$ cat src/rtl/assert_macros.svh
// Assertion helpers shared by the RTL.
`ifndef ASSERT_MACROS_SVH
`define ASSERT_MACROS_SVH

// Property checked on every clock edge outside reset.
`define CISA_ASSERT(lbl, prop, msg) \
  lbl: assert property (@(posedge clk) disable iff (rst) prop) else $error(msg);

// Condition that must never be seen.
`define CISA_NEVER(lbl, cond, msg) \
  lbl: assert property (@(posedge clk) disable iff (rst) !(cond)) else $error(msg);

`endif

$ cat src/rtl/cisa_pkg.sv
`timescale 1ns / 1ps
`default_nettype none

package cisa_pkg;

  localparam int SLOT_MAX_W = 16;
  localparam logic [31:0] SKIP_ID = 32'hbabeface;

  typedef enum logic [1:0] {
    FUNC_PUT     = 2'd0,
    FUNC_GET     = 2'd1,
    FUNC_RELEASE = 2'd2
  } func_t;

  typedef struct packed {
    func_t       func;
    logic [30:0] handle_in;
    logic [31:0] id_in;
  } cmd_t;

  typedef struct packed {
    logic [31:0] id_out;
    logic [30:0] handle_out;
    logic        released;
    logic        overwrote;
  } result_t;

  typedef struct packed {
    cmd_t                  cmd;
    logic [SLOT_MAX_W-1:0] slot;
  } job_t;

  typedef struct packed {
    logic                  valid;
    logic [SLOT_MAX_W-1:0] slot;
  } slot_load_t;

  typedef struct packed {
    logic [31:0] id;
    logic [30:0] handle;
  } slot_entry_t;

endpackage

`default_nettype wire

$ cat src/rtl/cisa_queue.sv
`timescale 1ns / 1ps
`default_nettype none

// Two-entry job queue between front and back.
module cisa_queue (
  input  wire logic          clk,
  input  wire logic          rst,
  input  wire logic          push,
  input  wire cisa_pkg::job_t push_job,
  input  wire logic          pop,
  output cisa_pkg::job_t     pop_job,
  output logic               full,
  output logic               empty
);
  import cisa_pkg::*;

`include "assert_macros.svh"

  job_t       entries [2];
  logic       wr_ptr;
  logic       rd_ptr;
  logic [1:0] count;

  assign full    = (count == 2'd2);
  assign empty   = (count == 2'd0);
  assign pop_job = entries[rd_ptr];

  always_ff @(posedge clk) begin
    if (rst) begin
      wr_ptr <= 1'b0;
      rd_ptr <= 1'b0;
      count  <= 2'd0;
    end else begin
      if (push) begin
        wr_ptr <= ~wr_ptr;
      end
      if (pop) begin
        rd_ptr <= ~rd_ptr;
      end
      if (push && !pop) begin
        count <= count + 2'd1;
      end else if (pop && !push) begin
        count <= count - 2'd1;
      end
    end
    if (push) begin
      entries[wr_ptr] <= push_job;
    end
  end

  `CISA_NEVER(a_push_full, push && full, "queue overflow")
  `CISA_NEVER(a_pop_empty, pop && empty, "queue underflow")

endmodule

`default_nettype wire

$ cat config.mk
export PLATFORM = sky130hd
export DESIGN_NAME = cisa_queue
export DESIGN_NICKNAME = d
export VERILOG_FILES = /design/src/rtl/cisa_pkg.sv /design/src/rtl/cisa_queue.sv
export VERILOG_INCLUDE_DIRS = /design/src /design/src/rtl
export SDC_FILE = /design/constraint.sdc
export NUM_CORES = 1
export LEC_CHECK = 0
export BUFFER_PORTS_ARGS = -buffer_cell sky130_fd_sc_hd__buf_2
export CAP_MARGIN = 20
export CORE_ASPECT_RATIO = 0.9
export CORE_UTILIZATION = 51
export DETAILED_ROUTE_END_ITERATION = 8
export GPL_ROUTABILITY_DRIVEN = 0
export MAX_ROUTING_LAYER = met4
export PLACE_DENSITY = 0.78
export SLEW_MARGIN = 20
export SYNTH_ARGS = -nofsm -noshare
export SYNTH_HDL_FRONTEND = slang
export SYNTH_SLANG_ARGS = --single-unit
$ cat constraint.sdc
create_clock -name clk -period 5.5 [get_ports clk]
set_input_delay 1.1 -clock clk [delete_from_list [all_inputs] [get_ports clk]]
set_output_delay 1.1 -clock clk [all_outputs]
set_load 0.01 [all_outputs]
==> flow_summary_export.csv <==
group,metric,value,unit
sta,rsz0062_at_grt,"no",
place,placed_area,7037,µm²
die,rows,37,
run_status,status,"complete, no violations",
place,portBuffers,167,
die,coreArea,11530,µm²
sta,fin_setup_tns,0,ps
grt,grt-ovfl-total,0,
clock_tree,numClockSinks,167,
logic_synthesis,synthCells,274,
logic_synthesis,synth_area,6082,µm²
die,num_io_pins,168,
final_layout,layout_commonest_cell,"buf_2",
sta,post-route-period-util,0.5498,
sta,drv_slew,0,
sta,min_period,3024,ps
die,dieArea,12370,µm²
drt,num_vias,3068,
sta,hold-worst-slack,519.1,ps
clock_tree,cts_tree,"done",
power,vdd_ir_drop_max,0.0002649,V
place,dp_hpwl,6079,µm
final_layout,area_delta_synth_final,26.93,%
logic_synthesis,synth.distinct_cells,16,
worst_setup_path,slowest_delay,620,ps
final_layout,drive_gt1_frac,0.6081,
clock_tree,cts_made_buffers,17,
final_layout,design_area,7720,µm²
drt,firstDrtPassIters,4,
grt,use_met1,0.1937,
sta,worst_clock_skew,5.729,ps
grt,grt_busiest_layer,"met2",
min_path,hp-class,"flop to flop",
clock_tree,holdBufCountCts,0,
grt,grt_pass1_wl,14910,µm
sta,fin_ws,2476,ps
clock_tree,h-tree-depth,4,
final_layout,utilization,0.6697,
logic_synthesis,ys_ff_latch,167,
grt,antenna_found_initial,0,
sta,max-slew-margin-rel,0.2963,
logic_synthesis,synth_fp_nets,360,
place,post-place-ws,2729,ps
grt,grt_util_all_layers,0.1775,
worst_setup_path,cp_top_family,"flip-flops",
grt,grt_use_met2,0.2819,
power,p_leak,2.916,nW
final_layout,final_cell_mix,"buf_2 (167), edfxtp_1 (162), mux2_2 (81), clkbuf_16 (17)",
worst_setup_path,required,4400,ps
clock_tree,cts_setup_buffers,0,
grt,grtUsageMet3,0.07073,
power,p_total,3.060,mW
grt,first_global_vias,3168,
worst_setup_path,endpoint_kind,"output pin",
grt,grt_max_degree,82,
die,die_h,105.6,µm
sta,tightest_slew,1056,ps
worst_setup_path,crit_chain,"buf_16, mux2_2, buf_2",
die,die_w,117.1,µm
power,pwr_density_cell,396.4,nW/µm²
place,placed_cells,589,
sta,finalSetupViolCount,0,
clock_tree,cts_buffer_depth,2,
logic_synthesis,yosysSeqAreaShare,0.8163,
final_layout,fin_cells,623,
clock_tree,worstSkewPairLatency,420,ps
sta,fmax,0.3307,GHz
logic_synthesis,ys_warn_count,0,
clock_tree,post_cts_resize_count,0,
worst_setup_path,crit_buf_inv,2,
drt,drc,0,
worst_setup_path,cp.arrival,1920,ps
sta,hold_viol,0,
drt,wl_per_cell,16.31,µm
worst_setup_path,crit_slowest_cell,"dfxtp_4",
drt,routed_wirelength,10160,µm
drt,via_per_inst,4.925,
worst_setup_path,cp_max_fo,52,
drt,ant_nets,0,
clock_tree,clkTransAtPathRegs,60,ps
final_layout,n_antenna_cell,0,
clock_tree,root_buffer,"clkbuf_16",
worst_setup_path,cp-start-kind,"flop",
final_layout,layout.nets,540,
drt,first_iter_violations,183,
worst_setup_path,crit_type,"flop to output pin",
logic_synthesis,avgSynthCellArea,22.20,µm²
die,start_util,0.5276,
run,cap_violations,0,
[final cells by class]
cell class / count / area (µm²)
clock buffer: 18 / 429.2
tap: 156 / 195.2
sequential: 167 / 4969
inverter: 1 / 3.754
clock inverter: 14 / 206.4
multi-input combinational: 97 / 1026
fill: 783 / 3807
timing repair buffer: 170 / 890.9
[worst min-delay path, delay by kind of cell (launching register included)]
| kind | cells | cell delay [ps] |
|---|---|---|
| flops | 1 | 330 |
| compound gates | 2 | 140 |
[worst paths after layout]
kind	from	endpoint	slack, ps	depth (start not counted)
worst max-delay path	flop	pop_job[33]	2480	3
worst max register to register	wr_ptr$_SDFFE_PP0P_	entries[0][39]$_DFFE_PP_	3800	2
worst min-delay path	count[1]$_SDFFE_PP0P_	count[1]$_SDFFE_PP0P_	520	2
worst min register to register	count[1]$_SDFFE_PP0P_	count[1]$_SDFFE_PP0P_	520	2
[kinds of logic after synthesis]
family	count (synthesis)	share of synthesized area
DFF	167	0.8163
and+or+nand+nor	9	0.007614
buffers and inverters	10	0.01666
xor gates and xnor gates	4	0.005761
AOI/OAI and AO/OA	2	0.001644
adders and majority gates	1	0.002057
muxes	81	0.1500
[routing by layer]
| metal | vias to the layer above | wire length [µm] | share of wire |
|---|---|---|---|
| li1 | 1443 | - | - |
| met1 | 1490 | 4160 | 0.41 |
| met2 | 120 | 5085 | 0.50 |
| met3 | 15 | 723 | 0.071 |
| met4 | 0 | 191 | 0.019 |
| met5 | - | 0 | 0 |
[flip-flops by register name, summed over array words and instances, names as in the netlist, named ones only]
name / cells
rd_ptr: 1
entries: 162
wr_ptr: 1
count: 2
[report_power, final]
| part | switching (mW) | internal [mW] |
|---|---|---|
| Sequential | 0.0267 | 1.49 |
| Clock | 0.455 | 0.801 |
| Combinational | 0.149 | 0.143 |
[cell usage after synthesis]
| cell type | instances | share of area |
|---|---|---|
| buf_4 | 1 | 0.0012 |
| and2b_2 | 1 | 0.0014 |
| or3_1 | 1 | 0.0010 |
| o21ai_0 | 1 | 0.00082 |
| nor2_1 | 5 | 0.0031 |
| inv_1 | 1 | 0.00062 |
| dfxtp_1 | 5 | 0.016 |
| and2_1 | 1 | 0.0010 |
| buf_6 | 8 | 0.015 |
| edfxtp_1 | 162 | 0.80 |
| nor2b_1 | 1 | 0.0010 |
| a21oi_1 | 1 | 0.00082 |
| mux2_2 | 81 | 0.15 |
| xor2_1 | 2 | 0.0029 |
| ha_1 | 1 | 0.0021 |
| xnor2_1 | 2 | 0.0029 |
(Power assumes the default switching activity.)
