### src/rtl/assert_macros.svh
// Assertion helpers shared by the RTL.
`ifndef ASSERT_MACROS_SVH
`define ASSERT_MACROS_SVH

// Property checked on every clock edge outside reset.
`define CISA_ASSERT(lbl, prop, msg) \
  lbl: assert property (@(posedge clk) disable iff (rst) prop) else $error(msg);

// Condition that must never be seen.
`define CISA_NEVER(lbl, cond, msg) \
  lbl: assert property (@(posedge clk) disable iff (rst) !(cond)) else $error(msg);

`endif

### src/rtl/cisa_pkg.sv
`timescale 1ns / 1ps
`default_nettype none

package cisa_pkg;

  localparam int SLOT_MAX_W = 16;
  localparam logic [31:0] SKIP_ID = 32'hbabeface;

  typedef enum logic [1:0] {
    FUNC_PUT     = 2'd0,
    FUNC_GET     = 2'd1,
    FUNC_RELEASE = 2'd2
  } func_t;

  typedef struct packed {
    func_t       func;
    logic [30:0] handle_in;
    logic [31:0] id_in;
  } cmd_t;

  typedef struct packed {
    logic [31:0] id_out;
    logic [30:0] handle_out;
    logic        released;
    logic        overwrote;
  } result_t;

  typedef struct packed {
    cmd_t                  cmd;
    logic [SLOT_MAX_W-1:0] slot;
  } job_t;

  typedef struct packed {
    logic                  valid;
    logic [SLOT_MAX_W-1:0] slot;
  } slot_load_t;

  typedef struct packed {
    logic [31:0] id;
    logic [30:0] handle;
  } slot_entry_t;

endpackage

`default_nettype wire

### src/rtl/cisa_mod.sv
`timescale 1ns / 1ps
`default_nettype none

// id mod SLOTS: a registered mask for a power of two, else a registered reciprocal multiply.
// A new start drops any reduction still in progress.
module cisa_mod #(
  parameter int SLOTS = 1024,
  parameter int IDX_W = 10
) (
  input  wire logic             clk,
  input  wire logic             rst,
  input  wire logic             start,
  input  wire logic [31:0]      value,
  output logic                  done,
  output logic [IDX_W-1:0]      rem
);

  localparam bit IS_POW2 = ((SLOTS & (SLOTS - 1)) == 0);

  if (IS_POW2) begin : g_mask
    always_ff @(posedge clk) begin
      if (rst) begin
        done <= 1'b0;
      end else begin
        done <= start;
      end
      if (start) begin
        rem <= value[IDX_W-1:0] & IDX_W'(SLOTS - 1);
      end
    end
  end else begin : g_recip
    // q = (t + ((x - t) >> 1)) >> (L - 1), t = high word of x * MAGIC
    localparam int          L      = $clog2(SLOTS);
    localparam logic [63:0] M_WIDE = ((64'd1 << 32) * ((64'd1 << L) - 64'(SLOTS)))
                                     / 64'(SLOTS) + 64'd1;
    localparam logic [31:0] MAGIC  = M_WIDE[31:0];

    logic [31:0] x;
    logic [63:0] prod;
    logic [31:0] t;
    logic [31:0] q;
    logic [47:0] qd;
    logic [31:0] diff;
    logic [1:0]  phase;

    assign t    = prod[63:32];
    assign qd   = 48'(q) * 48'(SLOTS);
    assign diff = x - qd[31:0];

    always_ff @(posedge clk) begin
      if (rst) begin
        phase <= 2'd0;
        done  <= 1'b0;
      end else begin
        done <= 1'b0;
        if (start) begin
          phase <= 2'd1;
        end else if (phase == 2'd1) begin
          phase <= 2'd2;
        end else if (phase == 2'd2) begin
          phase <= 2'd0;
          done  <= 1'b1;
        end
      end
      if (start) begin
        x    <= value;
        prod <= 64'(value) * 64'(MAGIC);
      end
      if (phase == 2'd1) begin
        q <= (t + ((x - t) >> 1)) >> (L - 1);
      end
      if (phase == 2'd2) begin
        rem <= diff[IDX_W-1:0];
      end
    end
  end

endmodule

`default_nettype wire

### src/rtl/cisa_front.sv
`timescale 1ns / 1ps
`default_nettype none

// Command intake: reduces ids to slot numbers and queues jobs.
module cisa_front #(
  parameter int SLOTS = 1024,
  parameter int IDX_W = 10
) (
  input  wire logic                 clk,
  input  wire logic                 rst,
  input  wire logic                 start,
  output logic                      busy,
  input  wire cisa_pkg::cmd_t       cmd,
  input  wire logic                 cfg_we,
  input  wire logic [31:0]          cfg_data,
  input  wire logic                 clearing,
  input  wire logic                 full,
  output logic                      push,
  output cisa_pkg::job_t            push_job,
  output cisa_pkg::slot_load_t      slot_load
);
  import cisa_pkg::*;

  typedef enum logic [1:0] {
    F_IDLE,
    F_CALC_CMD,
    F_CALC_CFG,
    F_PUSH
  } fstate_t;

  fstate_t               state;
  cmd_t                  held;
  logic [SLOT_MAX_W-1:0] held_slot;
  logic                  accept;
  logic                  needs_mod;
  logic                  mod_start;
  logic [31:0]           mod_value;
  logic                  mod_done;
  logic [IDX_W-1:0]      mod_rem;

  assign busy      = (state != F_IDLE) || full || clearing;
  assign accept    = start && !busy;
  assign needs_mod = (cmd.func == FUNC_GET) || (cmd.func == FUNC_RELEASE);
  // a new start_id write restarts the reduction
  assign mod_start = (cfg_we && (state inside {F_IDLE, F_CALC_CFG})) ||
                     ((state == F_IDLE) && accept && needs_mod);
  assign mod_value = cfg_we ? cfg_data : cmd.id_in;

  cisa_mod #(
    .SLOTS (SLOTS),
    .IDX_W (IDX_W)
  ) u_mod (
    .clk   (clk),
    .rst   (rst),
    .start (mod_start),
    .value (mod_value),
    .done  (mod_done),
    .rem   (mod_rem)
  );

  always_comb begin
    push     = 1'b0;
    push_job = '{cmd: held, slot: held_slot};
    case (state)
      F_IDLE: begin
        if (accept && !needs_mod) begin
          push     = 1'b1;
          push_job = '{cmd: cmd, slot: '0};
        end
      end
      F_CALC_CMD: begin
        if (mod_done && !full) begin
          push     = 1'b1;
          push_job = '{cmd: held, slot: SLOT_MAX_W'(mod_rem)};
        end
      end
      F_PUSH: begin
        push = !full;
      end
      default: begin
        push = 1'b0;
      end
    endcase
  end

  always_ff @(posedge clk) begin
    if (rst) begin
      state           <= F_IDLE;
      slot_load.valid <= 1'b0;
    end else begin
      slot_load.valid <= 1'b0;
      case (state)
        F_IDLE: begin
          if (cfg_we) begin
            state <= F_CALC_CFG;
          end else if (accept && needs_mod) begin
            state <= F_CALC_CMD;
          end
        end
        F_CALC_CMD: begin
          if (mod_done) begin
            state <= full ? F_PUSH : F_IDLE;
          end
        end
        F_CALC_CFG: begin
          if (!cfg_we && mod_done) begin
            slot_load.valid <= 1'b1;
            state           <= F_IDLE;
          end
        end
        F_PUSH: begin
          if (!full) begin
            state <= F_IDLE;
          end
        end
        default: begin
          state <= F_IDLE;
        end
      endcase
    end
    if (accept) begin
      held <= cmd;
    end
    if (mod_done) begin
      held_slot      <= SLOT_MAX_W'(mod_rem);
      slot_load.slot <= SLOT_MAX_W'(mod_rem);
    end
  end

endmodule

`default_nettype wire

### config.mk
export PLATFORM = sky130hd
export DESIGN_NAME = cisa_front
export DESIGN_NICKNAME = d
export VERILOG_FILES = /design/src/rtl/assert_macros.svh /design/src/rtl/cisa_pkg.sv /design/src/rtl/cisa_mod.sv /design/src/rtl/cisa_front.sv
export SDC_FILE = /design/constraint.sdc
export NUM_CORES = 1
export LEC_CHECK = 0
export ABC_AREA = 1
export BUFFER_PORTS_ARGS = -buffer_cell sky130_fd_sc_hd__buf_4
export CAP_MARGIN = 5
export CORE_MARGIN = 2
export CORE_UTILIZATION = 35
export CTS_BUF_LIST = sky130_fd_sc_hd__clkbuf_8
export DETAILED_ROUTE_END_ITERATION = 8
export PLACE_DENSITY = 0.72
export SLEW_MARGIN = 10
export SYNTH_ARGS = -nofsm -noshare
export SYNTH_HDL_FRONTEND = slang
export SYNTH_HIERARCHICAL = 1
export SYNTH_SLANG_ARGS = --single-unit
### constraint.sdc
create_clock -name clk -period 2.3 [get_ports clk]
set_clock_uncertainty 0.05 [all_clocks]
set_input_delay 0.115 -clock clk [delete_from_list [all_inputs] [get_ports clk]]
set_output_delay 0.115 -clock clk [all_outputs]
set_load 0.005 [all_outputs]
==> results.yml <==
logic_synthesis:
  syn_area_um2: 4101
  syn_inst: 415
  ys_warn_count: 6
  avgSynthCellArea_um2: 9.883
sta:
  slew_violations: 0
  fin_crit_sh_pct: 92.04
  hold_viol_final: 0
  fmax_mhz: 472.4
  whs_ps: 28.84
  min_period_ps: 2117
  rsz0062_at_grt: "no"
  layout_setup_ws_ps: 183.0
  setup_viol: 0
clock_network:
  cts_max_level: 3
  cts_tree: "yes"
  clk_pin_slew_ps: 80
  clock_latency_ps: 350
  cts_sinks: 89
  cts_buffers: 9
  root_buffer: "clkbuf_8"
  clockBufferDepth: 2
layout:
  fin_cells: 799
  fin_util_pct: 55.84
  drive_gt1_share_pct: 29.62
  final_nets: 753
  fillers: 968
  syn_to_final_growth_pct: 55.46
power_and_ir_drop:
  p_clk_share_pct: 25.6
  switchingPower_mw: 1.264
  powerDensity_nw_per_um2: 702.5
  seqPwrFrac_pct: 46.0
  intPower_mw: 3.216
  switching_share_pct: 28.21
  power_mw: 4.479
  p_leak_nw: 2.969
  ir_drop_v: 0.0004107
  pwr-share-comb_pct: 28.4
place:
  place_ws_ps: 367.2
  globalplace.congestion: 0.7951
  dp_hpwl_um: 6706
  numPortBuffers: 168
  placedCellCount: 710
global_route:
  antenna_found_initial: 1
  grtUsageTotal_pct: 16.17
  grt_max_degree: 66
  grt_overflow: 0
  grt_pass1_wl_um: 16420
  grt_pass1_vias: 3514
route:
  drtIter0Drc: 148
  first_pass_iters: 4
  vias: 3565
  ant_nets: 0
  wl_per_cell_um: 13.00
  avgViaCountPerCell: 4.462
  finalWirelength_um: 10390
  drc: 0
critical_path:
  crit_required_ps: 2130
  crit_path_end_kind: "output pin"
  cp.arrival_ps: 1950
  critPathMaxFanout: 50
  cp-start-kind: "register"
  worstSetupPathType: "reg -> out"
die:
  ios: 203
  core_um2: 11420
  chipWidth_um: 112.3
  start_util_pct: 35.92
  rows: 39
  design.die.area_um2: 12600
  die_height_um: 112.3
hold_path:
  hold_path.class: "in -> reg"
run_status:
  outcome: "finished clean"
job:
  drv_cap: 0
==> repair_timing <==
item,CTS,global route
hold buffers,72,0
resized for setup,0,13
hold endpoints to repair,75,0
endpoints found under the setup margin,6,65
gates cloned,0,0
setup buffers,0,0
==> area by class of cell <==
class / instances / area, µm² / area share, %
Clock inverter: 7 / 86.33 / 1.354
Clock buffer: 9 / 123.9 / 1.943
Inverter: 54 / 207.7 / 3.257
Antenna cell: 1 / 2.502 / 0.03925
Multi-Input combinational cell: 251 / 1096 / 17.19
Timing Repair Buffer: 245 / 2048 / 32.12
Tap cell: 143 / 178.9 / 2.806
Sequential cell: 89 / 2633 / 41.29
==> through the flow <==
step	cell area, µm²	TNS [ps]
floorplan	4143	0
global placement	5413	0
detailed placement	5413	0
CTS	6344	-170.3
global route	6376	0
finish	6376	0
==> placed cells by master, fill, tap and decap left out, types with 2 or more instances in the layout <==
master / count
conb_1: 12
nand3_1: 2
dfxtp_1: 4
nand4_1: 10
buf_12: 2
inv_1: 52
o21ai_1: 15
clkinv_1: 2
clkbuf_8: 9
buf_4: 170
dlygate4sd3_1: 72
inv_2: 2
o211ai_1: 2
nor2_1: 6
nand2_1: 158
edfxtp_1: 85
bufinv_16: 2
o21ai_0: 38
clkinvlp_4: 2
==> final timing paths <==
kind	cells after the start	startpoint	slack, ps	end
max reg2reg	4	state[0]$_SDFFE_PP0P_	670	held[27]$_DFFE_PP_
max	7	state[0]$_SDFFE_PP0P_	180	push_job[22]
min reg2reg	0	u_mod/rem[0]$_DFFE_PP_	400	slot_load[0]$_DFFE_PP_
min	3	cfg_data[6]	30	u_mod/rem[6]$_DFFE_PP_
==> worst max-delay path: stages, from the launching register on <==
cell	delay [ps]
dfxtp_1	400
nor2_4	200
nand3_2	130
inv_2	150
nand2_8	140
buf_12	210
o21ai_0	200
buf_4	150
==> sequential cells by signal, summed over array words and instances (netlist names) <==
register and flops:
state 2, u_mod/done 1, slot_load 11, held 65, u_mod/rem 10
==> power groups by stage <==
stage	sequential [mW]	clock, mW	combinational (mW)
2_1_floorplan	2.09	0	0.580
3_3_place_gp	2.09	0	1.14
3_5_place_dp	2.10	0	1.16
4_1_cts	2.06	1.18	1.26
5_1_grt	2.07	1.24	1.41
6_report	2.06	1.15	1.27
==> per-layer routing <==
layer | up-vias | global-route usage (%) | routed length (µm)
li1 | 1801 | - | -
met1 | 1614 | 18.64 | 4245
met2 | 128 | 28.27 | 5256
met3 | 22 | 4.752 | 679
met4 | 0 | 6.504 | 209
met5 | - | 0 | 0
Power figures use the tool's default switching activity.
